<file path="src/hw/rtl/ttlag_pkg.sv">
// Shared types, constants and codes for the texture-tile load address generator.
package ttlag_pkg;

    // Texture memory size in bytes (a power of two) and texel coordinate width.
    localparam int TMEM_BYTES = 4096;
    localparam int COORD_BITS = 10;

    // Derived and fixed widths.
    localparam int TMEM_AW      = $clog2(TMEM_BYTES);
    localparam int END_BITS     = COORD_BITS + 1;
    localparam int IMG_W_BITS   = 11;
    localparam int PROD_BITS    = IMG_W_BITS + END_BITS;
    localparam int SRC_BITS     = 23;
    localparam int TMEM_OUT_BITS = 12;
    localparam int SIZE_BITS    = 12;
    localparam int BASE_BITS    = 9;
    localparam int CFG_IDX_BITS = 2;
    localparam int CFG_DAT_BITS = 11;

    // Reset values of the configuration registers.
    localparam logic [IMG_W_BITS-1:0] IMAGE_WIDTH_RST = IMG_W_BITS'(1);
    localparam logic [1:0]            BYTE_SWAP_RST   = 2'd3;

    // Action codes of an input word.
    localparam logic ACT_START = 1'b0;
    localparam logic ACT_STEP  = 1'b1;

    // Configuration register indexes.
    localparam logic [CFG_IDX_BITS-1:0] CFG_IMAGE_WIDTH = CFG_IDX_BITS'(0);
    localparam logic [CFG_IDX_BITS-1:0] CFG_BYTE_SWAP   = CFG_IDX_BITS'(1);

    // Texel size codes.
    typedef enum logic [1:0] {
        SZ_4BIT  = 2'd0,
        SZ_8BIT  = 2'd1,
        SZ_16BIT = 2'd2,
        SZ_32BIT = 2'd3
    } t_size;

    // Input word.
    typedef struct packed {
        logic                  action;
        logic [COORD_BITS-1:0] upper_left_s;
        logic [COORD_BITS-1:0] upper_left_t;
        logic [COORD_BITS-1:0] lower_right_s;
        logic [COORD_BITS-1:0] lower_right_t;
        logic [BASE_BITS-1:0]  tmem_base;
        logic [1:0]            size_code;
    } t_in_word;

    // Result word.
    typedef struct packed {
        logic                        write_enable;
        logic [SRC_BITS-1:0]         source_address;
        logic [TMEM_OUT_BITS-1:0]    tmem_address;
        logic                        last_of_step;
        logic                        load_done;
        logic signed [SIZE_BITS-1:0] texture_width;
        logic signed [SIZE_BITS-1:0] texture_height;
    } t_out_word;

    // Control from the top level to the walk unit.
    typedef struct packed {
        logic item_valid;
        logic out_ready;
    } t_walk_ctl;

    // Status from the walk unit to the top level.
    typedef struct packed {
        logic emit;
        logic consume;
    } t_walk_sts;

endpackage

</file>
<file path="src/hw/rtl/ttlag_walk.sv">
// Walk unit: rectangle state, per-texel address computation and byte sequencing.
module ttlag_walk (
    input  logic                                i_clk,
    input  logic                                i_rst_n,
    input  ttlag_pkg::t_walk_ctl                i_ctl,
    input  ttlag_pkg::t_in_word                 i_item,
    input  logic [ttlag_pkg::IMG_W_BITS-1:0]    i_image_width,
    input  logic [1:0]                          i_byte_swap,
    output ttlag_pkg::t_walk_sts                o_sts,
    output ttlag_pkg::t_out_word                o_result
);
    import ttlag_pkg::*;

    // Walk state.
    logic                  r_active;
    logic [END_BITS-1:0]   r_cur_s;
    logic [END_BITS-1:0]   r_cur_t;
    logic [COORD_BITS-1:0] r_row_s;
    logic [END_BITS-1:0]   r_end_s;
    logic [END_BITS-1:0]   r_end_t;
    logic [TMEM_AW-1:0]    r_tmem_ptr;
    t_size                 r_size;
    logic [1:0]            r_k;

    logic                  is_step;
    logic [PROD_BITS-1:0]  prod;
    logic [SRC_BITS-1:0]   idx;
    logic [SRC_BITS-1:0]   base;
    logic [1:0]            last_k;
    logic                  item_last;
    logic [END_BITS-1:0]   start_lrs;
    logic [END_BITS-1:0]   start_lrt;
    logic [END_BITS:0]     n_cur_s;
    logic [END_BITS-1:0]   n_cur_t;

    assign is_step = (i_item.action == ACT_STEP);

    // Texel index into the source image, then scaled to bytes by texel size.
    assign prod = PROD_BITS'(i_image_width) * PROD_BITS'(r_cur_t);
    assign idx  = SRC_BITS'(prod) + SRC_BITS'(r_cur_s);

    always_comb begin
        case (r_size)
            SZ_4BIT: begin
                base   = idx >> 1;
                last_k = 2'd0;
            end
            SZ_8BIT: begin
                base   = idx;
                last_k = 2'd0;
            end
            SZ_16BIT: begin
                base   = idx << 1;
                last_k = 2'd1;
            end
            default: begin
                base   = idx << 2;
                last_k = 2'd3;
            end
        endcase
    end

    // Exclusive rectangle ends of a start word.
    assign start_lrs = END_BITS'(i_item.lower_right_s) + END_BITS'(1);
    assign start_lrt = END_BITS'(i_item.lower_right_t) + END_BITS'(1);

    // A start word and an idle step give one word; a texel gives one per byte.
    assign item_last = !is_step || !r_active || (r_k == last_k);
    assign o_sts.emit    = i_ctl.item_valid && i_ctl.out_ready;
    assign o_sts.consume = o_sts.emit && item_last;

    // Result word for the current byte.
    always_comb begin
        o_result = '0;
        o_result.last_of_step = 1'b1;
        if (!is_step) begin
            o_result.texture_width  = SIZE_BITS'(start_lrs) - SIZE_BITS'(i_item.upper_left_s);
            o_result.texture_height = SIZE_BITS'(start_lrt) - SIZE_BITS'(i_item.upper_left_t);
        end else if (!r_active) begin
            o_result.load_done = 1'b1;
        end else begin
            o_result.write_enable   = 1'b1;
            o_result.source_address = (base | SRC_BITS'(r_k)) ^ SRC_BITS'(i_byte_swap);
            o_result.tmem_address   = TMEM_OUT_BITS'(r_tmem_ptr + TMEM_AW'(r_k));
            o_result.last_of_step   = (r_k == last_k);
        end
    end

    // Next texel position after the last byte of a texel.
    assign n_cur_s = (END_BITS+1)'(r_cur_s) + ((r_size == SZ_4BIT) ? (END_BITS+1)'(2)
                                                                   : (END_BITS+1)'(1));
    assign n_cur_t = r_cur_t + END_BITS'(1);

    always_ff @(posedge i_clk) begin
        if (!i_rst_n) begin
            r_active   <= 1'b0;
            r_cur_s    <= '0;
            r_cur_t    <= '0;
            r_row_s    <= '0;
            r_end_s    <= '0;
            r_end_t    <= '0;
            r_tmem_ptr <= '0;
            r_size     <= SZ_4BIT;
            r_k        <= '0;
        end else if (o_sts.emit) begin
            if (!is_step) begin
                // A start abandons any walk in progress.
                r_row_s    <= i_item.upper_left_s;
                r_cur_s    <= END_BITS'(i_item.upper_left_s);
                r_cur_t    <= END_BITS'(i_item.upper_left_t);
                r_end_s    <= start_lrs;
                r_end_t    <= start_lrt;
                r_tmem_ptr <= TMEM_AW'({i_item.tmem_base, 3'b000});
                r_size     <= t_size'(i_item.size_code);
                r_active   <= (END_BITS'(i_item.upper_left_s) < start_lrs) &&
                              (END_BITS'(i_item.upper_left_t) < start_lrt);
                r_k        <= '0;
            end else if (r_active) begin
                if (item_last) begin
                    r_k        <= '0;
                    r_tmem_ptr <= r_tmem_ptr + TMEM_AW'(last_k) + TMEM_AW'(1);
                    // The row ends once the column reaches or passes its end.
                    if (n_cur_s >= (END_BITS+1)'(r_end_s)) begin
                        r_cur_s <= END_BITS'(r_row_s);
                        r_cur_t <= n_cur_t;
                        if (n_cur_t >= r_end_t) begin
                            r_active <= 1'b0;
                        end
                    end else begin
                        r_cur_s <= END_BITS'(n_cur_s);
                    end
                end else begin
                    r_k <= r_k + 2'd1;
                end
            end
        end
    end

endmodule

</file>
<file path="src/hw/rtl/texture_tile_load_address_gen.sv">
// Top level of the texture-tile load address generator.
//
//   channel   direction  handshake                  payload
//   in        input      i_in_valid / o_in_stall    i_in_data  (t_in_word)
//   out       output     o_out_valid / i_out_stall  o_out_data (t_out_word)
//   cfg       input      i_cfg_valid / o_cfg_ready  i_cfg_index, i_cfg_data
//
// A word enters an input register, and each result word leaves through an output
// register. A start word or a step after the walk gives one result word; a texel
// step gives one result word per texel byte (1, 1, 2 or 4), and its word stays in
// the input register until its last byte is emitted.
// Reset clears the walk state and both handshakes, and sets the configuration
// registers to their defaults.
// A stall on the output holds the result register and backs up into the input.
module texture_tile_load_address_gen (
    input  logic                                  i_clk,
    input  logic                                  i_rst_n,
    input  logic                                  i_in_valid,
    output logic                                  o_in_stall,
    input  ttlag_pkg::t_in_word                   i_in_data,
    output logic                                  o_out_valid,
    input  logic                                  i_out_stall,
    output ttlag_pkg::t_out_word                  o_out_data,
    input  logic                                  i_cfg_valid,
    output logic                                  o_cfg_ready,
    input  logic [ttlag_pkg::CFG_IDX_BITS-1:0]    i_cfg_index,
    input  logic [ttlag_pkg::CFG_DAT_BITS-1:0]    i_cfg_data
);
    import ttlag_pkg::*;

    logic [IMG_W_BITS-1:0] r_image_width;
    logic [1:0]            r_byte_swap;
    logic                  r_in_valid;
    t_in_word              r_in;
    logic                  r_out_valid;
    t_out_word             r_out;
    logic                  n_out_valid;

    t_walk_ctl             walk_ctl;
    t_walk_sts             walk_sts;
    t_out_word             walk_result;

    // Configuration registers; writes are always taken.
    assign o_cfg_ready = 1'b1;

    always_ff @(posedge i_clk) begin
        if (!i_rst_n) begin
            r_image_width <= IMAGE_WIDTH_RST;
            r_byte_swap   <= BYTE_SWAP_RST;
        end else if (i_cfg_valid) begin
            case (i_cfg_index)
                CFG_IMAGE_WIDTH: r_image_width <= i_cfg_data;
                CFG_BYTE_SWAP:   r_byte_swap   <= i_cfg_data[1:0];
                default: ;
            endcase
        end
    end

    // Input register: refilled in the cycle its word finishes.
    assign o_in_stall = r_in_valid && !walk_sts.consume;

    always_ff @(posedge i_clk) begin
        if (!i_rst_n) begin
            r_in_valid <= 1'b0;
        end else if (!o_in_stall) begin
            r_in_valid <= i_in_valid;
        end
    end

    always_ff @(posedge i_clk) begin
        if (!o_in_stall && i_in_valid) begin
            r_in <= i_in_data;
        end
    end

    // Walk unit between the input and output registers.
    assign walk_ctl.item_valid = r_in_valid;
    assign walk_ctl.out_ready  = !r_out_valid || !i_out_stall;

    ttlag_walk u_walk (
        .i_clk         (i_clk),
        .i_rst_n       (i_rst_n),
        .i_ctl         (walk_ctl),
        .i_item        (r_in),
        .i_image_width (r_image_width),
        .i_byte_swap   (r_byte_swap),
        .o_sts         (walk_sts),
        .o_result      (walk_result)
    );

    // Output register.
    always_comb begin
        n_out_valid = r_out_valid;
        if (walk_ctl.out_ready) begin
            n_out_valid = walk_sts.emit;
        end
    end

    always_ff @(posedge i_clk) begin
        if (!i_rst_n) begin
            r_out_valid <= 1'b0;
        end else begin
            r_out_valid <= n_out_valid;
        end
    end

    always_ff @(posedge i_clk) begin
        if (walk_sts.emit) begin
            r_out <= walk_result;
        end
    end

    assign o_out_valid = r_out_valid;
    assign o_out_data  = r_out;

endmodule

</file>
<file path="config.mk">
export PLATFORM = sky130hd
export DESIGN_NAME = texture_tile_load_address_gen
export DESIGN_NICKNAME = d
export VERILOG_FILES = /design/src/hw/rtl/ttlag_pkg.sv /design/src/hw/rtl/ttlag_walk.sv /design/src/hw/rtl/texture_tile_load_address_gen.sv
export SDC_FILE = /design/constraint.sdc
export NUM_CORES = 1
export LEC_CHECK = 0
export BUFFER_PORTS_ARGS = -buffer_cell sky130_fd_sc_hd__buf_2
export CORE_MARGIN = 3
export CORE_UTILIZATION = 31
export DETAILED_ROUTE_END_ITERATION = 6
export GPL_TIMING_DRIVEN = 0
export PLACE_DENSITY = 0.49
export SLEW_MARGIN = 30
export SYNTH_ARGS = -nofsm -noshare
export SYNTH_HDL_FRONTEND = slang
export SYNTH_SLANG_ARGS = --single-unit
</file>
<file path="constraint.sdc">
create_clock -name i_clk -period 7.3 [get_ports i_clk]
set_input_delay 0.365 -clock i_clk [delete_from_list [all_inputs] [get_ports i_clk]]
set_output_delay 0.365 -clock i_clk [all_outputs]
set_load 0.05 [all_outputs]
</file>
# After elaboration in Yosys (flattened, before gate mapping)
# Index checks and enable logic that the tools add are counted.
# word_totals
ff_bits	200
# classes
addsub	11
n_mul	1
n_lt_le_gt_ge	4
eq_ne	7
mux	24
bitwise_logic	3
n_reduce_logical	24
# op_table
operator	n
2-to-1 mux 11 bit	8
case mux 23 bit (3 select lines)	1
2-to-1 mux 37 bit	1
2-to-1 mux 12 bit	3
adder 12 x 2 -> 12 bit	2
subtractor 11 x 10 -> 12 bit	2
adder 22 x 11 -> 23 bit	1
bitwise OR 23 x 2 -> 23 bit	1
bitwise XOR 23 x 2 -> 23 bit	1
adder 10 x 1 -> 11 bit (second input constant)	2
< comparator 10 x 11 -> 1 bit	2
multiplier 11 x 11 -> 22 bit	1
adder 11 x 12 -> 12 bit	1
adder 12 x 1 -> 12 bit (second input constant)	1
>= comparator 12 x 11 -> 1 bit	1
adder 11 x 1 -> 11 bit (second input constant)	1
>= comparator 11 bit	1
AND reduction 2 bit	5
2-to-1 mux 2 bit	4
logical NOT 1 bit	6
2-to-1 mux 1 bit	6
!= test 2 x 1 -> 1 bit (second input constant)	3
logical AND 1 bit	5
== test 2 x 1 -> 1 bit (second input constant)	2
10 further kinds	13

# Depth between registers and ports, before layout
# Gate-level depths: netlist of run 1.
# depth
depth_word	10
ltp_mapped	22
depth_no_buf	20

# Hierarchy
# A second synthesis of run 1 with hierarchy kept.
# unflattened
cells_unflattened	1566
hier_area_um2	14770.4
# modules_own_cells
module	n_inst	cells_per_inst	area_each_um2	seq_area_each_um2
ttlag_walk	1	1385	10711.5	1421.4
texture_tile_load_address_gen	1	181	4058.9	3723.6

# Worst setup path before layout of run 1
# OpenSTA, ideal clock, no wires.
# synth_timing
kind	reg2reg
from	reg u_walk.r_cur_t[7]
to	reg r_out, in the netlist o_out_data[56] (data pin)
setup_time_ps	255
t_arrival_ps	5414
path_slack_ps	1632
stages_incl_launch_ff	20
path_buffers	2
period_less_slack_ps	5668
path_cell_list	dfxtp_1 clkbuf_1 clkbuf_1 nand2_1 fa_1 fa_1 inv_1 fa_1 fa_1 inv_1 fa_1 inv_1 ha_1 o21ai_1 nor2_1 o22ai_1 o41ai_1 xor2_1 mux4_2 and2_1
# synth_via
elab_chain_len	5
# synth_lines
element	line_no	rtl
start, declared	ttlag_walk.sv:17	logic [END_BITS-1:0] r_cur_t;
start signal, assigned	ttlag_walk.sv:110	r_cur_t <= END_BITS'(i_item.upper_left_t);
start signal, assigned	ttlag_walk.sv:125	r_cur_t <= n_cur_t;
multiplier 11 x 11 -> 22 bit	ttlag_walk.sv:39	assign prod = PROD_BITS'(i_image_width) * PROD_BITS'(r_cur_t);
adder 22 x 11 -> 23 bit	ttlag_walk.sv:40	assign idx = SRC_BITS'(prod) + SRC_BITS'(r_cur_s);
case mux 23 bit (3 select lines)	ttlag_walk.sv:43	case (r_size)
bitwise OR 23 x 2 -> 23 bit	ttlag_walk.sv:83	o_result.source_address = (base | SRC_BITS'(r_k)) ^ SRC_BITS'(i_byte_swap);
bitwise XOR 23 x 2 -> 23 bit	ttlag_walk.sv:83	
end signal, assigned	texture_tile_load_address_gen.sv:109	r_out <= walk_result;
end, declared	texture_tile_load_address_gen.sv:36	t_out_word r_out;
# Every way passes these cells.
# A chain may end at the register's enable or synchronous reset.

# Worst setup path in the final report of run 1
# layout_timing
from	reg u_walk.r_cur_t[2]
to	reg r_out, in the netlist o_out_data[56] (data pin)
# Same word-level chain as after synthesis.

==> results of run 1 <==
-- cells in the final DEF (no fill, tap or decap), types with 8 or more instances in the layout --
master and instances:
a211oi_1 32, a31oi_1 10, nand2b_1 8, nor3_1 16, o22ai_1 10, nor2b_1 14, clkbuf_1 62, a21o_1 24
edfxtp_1 114, xor2_1 29, nand4_1 8, fa_1 97, nand2_1 179, nand3_1 30, nor2_1 108, buf_2 137
and2_1 65, xnor2_1 50, inv_1 201, mux2i_1 45, dfxtp_1 86, mux2_2 11, o21ai_0 41, and3_1 14
a21oi_1 75, ha_1 114, clkbuf_16 17
-- worst max-delay path: cells and delay by family, from the launching register on --
kind                       cells  cell delay, ns
AOI/OAI and AO/OA              3            0.69
xor gates and xnor gates       1            0.21
adders and majority gates      6            2.89
buffers and inverters          5            1.02
DFF                            1            0.31
muxes                          1            0.49
and+or+nand+nor                3            0.57
-- synthesized netlist by cell type, types with 4 or more instances --
cell type  number
inv_1         202
nand2_1       179
edfxtp_1      114
ha_1          114
nor2_1        108
fa_1           97
dfxtp_1        86
a21oi_1        75
and2_1         65
clkbuf_1       59
xnor2_1        50
mux2i_1        45
o21ai_0        41
a211oi_1       32
nand3_1        30
xor2_1         29
a21o_1         24
nor3_1         16
nor2b_1        15
and3_1         14
mux2_2         11
a31oi_1        10
o22ai_1        10
nand2b_1        8
nand4_1         8
buf_1           7
mux4_2          7
or3_1           7
buf_2           4
o2111ai_1       4
o211ai_1        4
o21ai_1         4
-- path summary, 6_finish.rpt --
kind / start / endpoint / slack, ns / cells after the start
setup / recovery: u_walk.r_cur_t[2] / o_out_data[56] / 0.89 / 19
hold / removal: i_in_data[21] / r_in[21] / 0.05 / 1
setup reg to reg: u_walk.r_cur_t[2] / o_out_data[56] / 0.89 / 19
hold reg to reg: u_walk.r_row_s[6] / u_walk.r_row_s[6] / 0.46 / 2
-- kinds of logic (layout without fill, tap and decap cells) --
kind of cell	count (synthesis)	count (layout)	share of synthesized area, %
simple gates	465	465	14.6
buf+inv	275	443	7.12
compound gates	243	243	10.8
fa+ha+maj	211	211	22.9
flops	200	200	34.9
xor+xnor	79	79	4.70
mux	63	63	4.97
other cells	1	2	0.0255
-- per-stage QoR --
step / power (W) / cells / setup WS, ns
3_3_place_gp: 0.00178 / 2277 / 0.892
6_report: 0.00283 / 2313 / 0.885
4_1_cts: 0.00287 / 2312 / 0.824
3_5_place_dp: 0.00179 / 2280 / 0.823
5_1_grt: 0.00297 / 2313 / 0.521
2_1_floorplan: 0.00164 / 1537 / 1.63
-- power by group through the flow --
stage	Sequential (W)	Combinational, W	Clock, W
6_report	0.00128	0.000483	0.00106
5_1_grt	0.00129	0.000534	0.00115
4_1_cts	0.00128	0.000486	0.00110
3_5_place_dp	0.00131	0.000482	0
3_3_place_gp	0.00131	0.000473	0
2_1_floorplan	0.00136	0.000282	0
-- layout make-up --
cell class,instances,share of cell area [%]
Sequential cell,200,30.5
Inverter,203,4.53
Clock inverter,12,1.17
Multi-Input combinational cell,1062,50.6
Buffer,72,1.70
Antenna cell,1,0.0148
Tap cell,607,4.50
Clock buffer,20,2.59
Timing Repair Buffer,136,4.39
-- registers in the layout, indices dropped and copies added (netlist names) --
register           cells
r_image_width         11
u_walk.r_cur_t        11
u_walk.r_tmem_ptr     12
u_walk.r_active        1
u_walk.r_size          2
r_in                  52
o_out_valid            1
u_walk.r_row_s        10
u_walk.r_k             2
r_in_valid             1
o_out_data            62
r_byte_swap            2
u_walk.r_cur_s        11
u_walk.r_end_t        11
u_walk.r_end_s        11
-- metal layers --
metal / up-vias / global-route usage [%] / wire (µm)
li1: 5464 / - / -
met1: 5238 / 21.9 / 18500
met2: 254 / 25.0 / 17500
met3: 35 / 3.81 / 2190
met4: 0 / 5.63 / 872
met5: - / 0 / 0
==> reports/qor.yml, run 1 <==
synth_edf_count: 114
required_ns: 7.55
worstSetupPathType: "flop to flop"
portBuffers: 133
cts_sinks: 200
clk_pin_slew_ns: 0.08
drt_iter0_drc: 548
skew_ns: 0.0159
syn_area_um2: 14700
area_growth_pct: 14.6
synth.top_cell.area_share_pct: 23.2
grt_remaining_overflow: 0
yosysWarnings: 0
finalCritPeriodShare_pct: 87.9
netSwitchingFraction_pct: 28.2
cp_max_fo: 10
slowest_stage: "fa_1"
dp_hpwl_um: 31100
min_path_type: "input pin to flop"
finalHoldViolations: 0
syn_avg_cell_area_um2: 9.58
max_stage_delay_ns: 0.53
hold_ws_ns: 0.0511
worst_setup_path_start_kind: "flop"
p_int_w: 0.00203
clock_latency_ns: 0.49
cts_tree: "done"
relSlewSlack_pct: 35.5
grt_pass1_vias: 11164
io_pins: 135
wl_um: 39000
grt_max_degree: 39
post_cts_buffers: 0
ys_ff_latch: 200
vias: 10991
route.detailed.drc: 0
placed_area_um2: 16200
p_clk_share_pct: 37.5
design_area_um2: 16900
synth_cell_types: 68
finalSetupTns_ns: 0
synth_area_leaders: "edfxtp_1 23%, fa_1 13%, dfxtp_1 12%"
cp.arrival_ns: 6.66
p_leak_nw: 7.30
max-vdd-ir-drop_mv: 0.106
status: "finished, final reports clean"
vias_per_cell: 4.75
critPathMostFrequentCell: "fa_1"
synthArstFlopShare_pct: 0
start_util_pct: 31.5
cts_max_level: 4
drive_above_1_share_pct: 12.0
globalplace.congestion: 0.844
switching_power_w: 0.000797
nets: 1973
synthCells: 1537
finalSetupViolCount: 0
wl_per_cell_um: 16.9
clk_path_buf_depth: 2
combinationalPowerShare_pct: 17.1
rows: 79
path_cells: "clkbuf_1 -> clkbuf_1 -> nand2_1 -> fa_1 -> fa_1 -> fa_1 -> inv_1 -> fa_1 -> inv_1 -> fa_1 -> inv_1 -> ha_1 -> o21ai_1 -> nor2_1 -> o22ai_1 -> o41ai_1 -> xor2_1 -> mux4_2 -> and2_1"
layout_min_cycle_time_ns: 6.41
area.sequential_um2: 5140
powerDensity_nw_per_um2: 167
drt_pre_antenna_iters: 5
dieHeight_um: 224
fmax_mhz: 156
synth_flop_cell: "edfxtp_1"
final_util_pct: 36.1
ant_nets: 0
maxCapViolations: 0
drv_slew: 0
cts_made_buffers: 17
root_buffer: "clkbuf_16"
rsz0062_at_grt: "no"
hold_buffers: 0
core_area_um2: 46800
yosysTopAreaCell: "edfxtp_1"
seq_power_share_pct: 45.4
multi_input_comb_area_um2: 8540
yosysSeqAreaShare_pct: 34.9
worst_slew_pin_slew_ns: 0.968
track_usage_pct: 16.1
end_kind: "flop"
grt_antenna_before_repair: 1
grt_pass1_wl_um: 62200
cts_resized: 0
die_w_um: 224
die_area_um2: 50200
synthesis.nets: 1818
nFillCells: 4800
(Power assumes the default switching activity.)
==> inputs of run 2 (changes only) <==
--- a/config.mk
+++ b/config.mk
@@ -7,10 +7,10 @@
 export LEC_CHECK = 0
 export BUFFER_PORTS_ARGS = -buffer_cell sky130_fd_sc_hd__buf_2
 export CORE_MARGIN = 3
-export CORE_UTILIZATION = 31
+export CORE_UTILIZATION = 60
 export DETAILED_ROUTE_END_ITERATION = 6
 export GPL_TIMING_DRIVEN = 0
-export PLACE_DENSITY = 0.49
+export PLACE_DENSITY = 0.82
 export SLEW_MARGIN = 30
 export SYNTH_ARGS = -nofsm -noshare
 export SYNTH_HDL_FRONTEND = slang
==> reports/qor.yml, run 2 (same netlist as run 1, synthesis figures left out) <==
fmax_mhz: 157
track_usage_pct: 27.6
dp_hpwl_um: 27900
slowest_stage: "fa_1"
portBuffers: 133
finalSetupTns_ns: 0
wl_um: 35600
drt_pre_antenna_iters: 5
root_buffer: "clkbuf_16"
hold_buffers: 0
max_stage_delay_ns: 0.54
status: "finished, final reports clean"
cts_tree: "done"
clk_path_buf_depth: 2
powerDensity_nw_per_um2: 167
finalHoldViolations: 0
dieHeight_um: 163
end_kind: "flop"
cts_max_level: 4
layout_commonest_cell: "inv_1"
io_pins: 135
vias_per_cell: 5.79
worst_setup_path_start_kind: "flop"
path_delay_family: "adder cells"
mostFrequentLayoutCells: "201 x inv_1, 179 x nand2_1, 137 x buf_2"
maxCapViolations: 0
nets: 1973
die_w_um: 163
cp.arrival_ns: 6.59
nFillCells: 1790
drt_iter0_drc: 1059
wl_per_cell_um: 17.6
worstSetupPathType: "flop to flop"
rows: 56
route.detailed.drc: 0
layout.cells.non_filler: 2025
worst_slew_pin_slew_ns: 0.940
cp_max_fo: 10
max-vdd-ir-drop_mv: 0.163
cts_made_buffers: 17
core_area_um2: 23800
die_area_um2: 26500
post_cts_buffers: 0
grt_pass1_vias: 11600
layout_min_cycle_time_ns: 6.39
p_leak_nw: 7.29
use_met1_pct: 36.9
area.sequential_um2: 5140
clock_latency_ns: 0.46
start_util_pct: 61.8
r2r_cells: 19
grt_antenna_before_repair: 1
drive_above_1_share_pct: 12.3
holdPathStages: 1
vias: 11716
cts_sinks: 200
finalSetupViolCount: 0
drv_slew: 0
busiest_layer: "met2"
largest_reg_flops: 62
required_ns: 7.50
grt_max_degree: 39
area_growth_pct: 12.1
use_met3_pct: 3.92
rsz0062_at_grt: "no"
critPathMostFrequentCell: "fa_1"
worstSetupPathDepth: 19
grt_remaining_overflow: 0
clk_pin_slew_ns: 0.09
relSlewSlack_pct: 37.3
dpl.cell_count: 1992
ant_nets: 0
path_cells: "clkbuf_1 -> clkbuf_1 -> nand2_1 -> fa_1 -> fa_1 -> fa_1 -> inv_1 -> fa_1 -> inv_1 -> fa_1 -> inv_1 -> ha_1 -> o21ai_1 -> nor2_1 -> o22ai_1 -> o41ai_1 -> xor2_1 -> mux4_2 -> and2_1"
multi_input_comb_area_um2: 8540
path_buf_inv: 5
min_path_type: "input pin to flop"
skew_ns: 0.0220
met2_usage_pct: 46.9
globalplace.congestion: 0.920
grt_pass1_wl_um: 58200
cts_resized: 0
finalCritPeriodShare_pct: 87.5
-- run 2: worst paths after layout --
kind	startpoint	end	slack, ns
worst min-delay path	i_in_data[25]	r_in[25]	0.08
worst min register to register	u_walk.r_row_s[4]	u_walk.r_row_s[4]	0.46
worst max register to register	u_walk.r_cur_t[7]	o_out_data[56]	0.91
worst max-delay path	u_walk.r_cur_t[7]	o_out_data[56]	0.91
-- run 2: area by class of cell --
class | instances | area share, %
Multi-Input combinational cell | 1062 | 51.8
Sequential cell | 200 | 31.2
Inverter | 203 | 4.63
Timing Repair Buffer | 136 | 4.49
Clock buffer | 17 | 2.58
Tap cell | 319 | 2.42
Buffer | 72 | 1.74
Clock inverter | 15 | 1.20
Antenna cell | 1 | 0.0152
-- run 2: metal layers --
layer  wire length, µm  vias up
met5                 0        -
met2             17300      559
li1                  -     5455
met4               877        0
met3              2800       75
met1             14600     5627
-- run 2: power by group --
part / switching (W) / total [W] / internal, W / leakage [nW]
Sequential: 0.0000315 / 0.00128 / 0.00125 / 1.80
Clock: 0.000497 / 0.000996 / 0.000499 / 0.296
Combinational: 0.000307 / 0.000480 / 0.000172 / 5.19
-- run 2: per-stage QoR --
| stage | hold slack [ns] | power [W] | setup slack [ns] | area (µm²) | utilization [%] |
|---|---|---|---|---|---|
| after floorplan | 0.434 | 0.00164 | 1.63 | 14700 | - |
| after global placement | 0.441 | 0.00176 | 1.05 | 15800 | 66.3 |
| after detailed placement | 0.447 | 0.00177 | 1.01 | 15900 | 66.7 |
| after CTS | 0.0746 | 0.00275 | 0.977 | 16500 | 69.3 |
| after global routing | 0.0641 | 0.00286 | 0.579 | 16500 | 69.3 |
| final | 0.0784 | 0.00275 | 0.914 | 16500 | 69.3 |
==> inputs of run 3 (changes only) <==
--- a/config.mk
+++ b/config.mk
@@ -5,6 +5,7 @@
 export SDC_FILE = /design/constraint.sdc
 export NUM_CORES = 1
 export LEC_CHECK = 0
+export ABC_AREA = 1
 export BUFFER_PORTS_ARGS = -buffer_cell sky130_fd_sc_hd__buf_2
 export CORE_MARGIN = 3
 export CORE_UTILIZATION = 60
@@ -15,3 +16,4 @@
 export SYNTH_ARGS = -nofsm -noshare
 export SYNTH_HDL_FRONTEND = slang
 export SYNTH_SLANG_ARGS = --single-unit
+export TNS_END_PERCENT = 100
==> reports/qor.yml, run 3 <==
finalCritPeriodShare_pct: 77.7
cp_max_fo: 10
synth.top_cell.area_share_pct: 22.3
vias: 13570
clk_path_buf_depth: 2
route.detailed.drc: 1
cts_made_buffers: 17
cts_sinks: 200
final_util_pct: 69.3
mostFrequentLayoutCells: "462 x nand2_1, 403 x inv_1, 147 x nor2_1"
root_buffer: "clkbuf_16"
synthArstFlopShare_pct: 0
worst_slew_pin_slew_ns: 0.747
drt_pre_antenna_iters: 7
rows: 57
p_leak_nw: 8.76
drv_slew: 0
synth_cell_types: 48
grt_max_degree: 27
ant_nets: 0
track_usage_pct: 28.4
yosysSeqAreaShare_pct: 33.5
drive_above_1_share_pct: 9.16
wl_um: 38700
status: "finished, violations left"
synthTopCellsByCount: "462 x nand2_1, 403 x inv_1, 148 x nor2_1"
maxCapViolations: 0
n_antenna_cell: 0
finalSetupViolCount: 0
globalplace.congestion: 0.944
synth_flop_cell: "edfxtp_1"
io_pins: 135
synthesis.nets: 2263
yosysWarnings: 0
finalHoldViolations: 0
cp.arrival_ns: 5.86
finalSetupTns_ns: 0
post-synth-top-count-cell: "nand2_1"
fmax_mhz: 176
rsz0062_at_grt: "no"
largest_reg_flops: 62
die_area_um2: 27500
vias_per_cell: 5.48
worstSetupPathType: "flop to flop"
cts_tree: "done"
min_path_type: "input pin to flop"
drt_iter0_drc: 1240
worst_setup_path_start_kind: "flop"
layout_min_cycle_time_ns: 5.67
hold_ws_ns: 0.0825
powerDensity_nw_per_um2: 172
relSlewSlack_pct: 50.2
synth_edf_count: 114
grt_pass1_vias: 13373
max-vdd-ir-drop_mv: 0.140
core_area_um2: 24700
skew_ns: 0.0117
required_ns: 7.49
syn_area_um2: 15400
end_kind: "flop"
dieHeight_um: 166
grt_remaining_overflow: 0
start_util_pct: 62.0
cts_max_level: 4
syn_avg_cell_area_um2: 7.75
clk_pin_slew_ns: 0.08
grt_antenna_before_repair: 0
nets: 2419
portBuffers: 132
grt_pass1_wl_um: 64700
area_growth_pct: 11.7
wl_per_cell_um: 15.6
dp_hpwl_um: 30700
ys_ff_latch: 200
hold_buffers: 0
cts_resized: 0
synth_area_leaders: "edfxtp_1 22%, fa_1 13%, nand2_1 11%"
violations: "design-rule violations"
die_w_um: 166
yosysTopAreaCell: "edfxtp_1"
synthCells: 1982
post_cts_buffers: 0
clock_latency_ns: 0.45
layout_commonest_cell: "nand2_1"
run 3: cell families after synthesis:
group	after synthesis	share of synthesized area [%]
adder cells (fa/ha/maj)	211	21.9
flip-flops	200	33.5
XOR/XNOR	36	2.05
other	1	0.0244
buffers and inverters	476	11.8
AND/OR/NAND/NOR	758	20.2
AO/OA/AOI/OAI	300	10.5
run 3: stage by stage:
step                      std cells  worst slack [ns]  area [µm²]  power (W)
after global placement         2438              1.70       16400    0.00199
after detailed placement       2443              1.64       16600    0.00202
final                          2475              1.63       17100    0.00295
after global routing           2475              1.27       17100    0.00310
after CTS                      2475              1.62       17100    0.00295
after floorplan                1982              2.26       15400    0.00181
run 3: per-layer routing:
metal	global-route usage, %	vias up	wire, µm	share of wire (%)
li1	-	6553	-	-
met1	38.1	6257	16400	42
met2	47.2	658	18000	47
met3	4.43	102	3120	8.1
met4	9.80	0	1120	2.9
met5	0	-	0	0
run 3: final cells by class:
type / instances / area, µm²
Buffer: 67 / 282
Clock buffer: 17 / 425
Clock inverter: 15 / 159
Fill cell: 1997 / 7600
Inverter: 409 / 1540
Multi-Input combinational cell: 1306 / 8410
Sequential cell: 200 / 5140
Tap cell: 324 / 405
Timing Repair Buffer: 137 / 791
run 3: worst paths after layout:
check,from,endpoint,slack (ns),cells past startpoint
min,i_in_data[29],r_in[29],0.08,1
min reg2reg,u_walk.r_row_s[9],u_walk.r_row_s[9],0.47,2
max reg2reg,u_walk.r_cur_t[10],o_out_data[49],1.63,20
max,u_walk.r_cur_t[10],o_out_data[49],1.63,20
run 3: critical path, cell delays in order (launching register included):
cell	delay, ns
dfxtp_1	0.44
clkbuf_1	0.44
nand2_1	0.15
fa_1	0.54
fa_1	0.56
inv_1	0.06
fa_1	0.50
fa_1	0.54
inv_1	0.05
fa_1	0.53
inv_1	0.04
ha_1	0.34
nand2_1	0.14
inv_1	0.05
a21oi_1	0.18
nand3_1	0.16
or2_2	0.33
nand2_1	0.09
o21ai_0	0.08
nor2_1	0.12
nor2_1	0.05
run 3: power breakdown:
| group | switching (W) | internal [W] |
|---|---|---|
| Clock | 0.000481 | 0.000457 |
| Sequential | 0.0000408 | 0.00126 |
| Combinational | 0.000487 | 0.000228 |
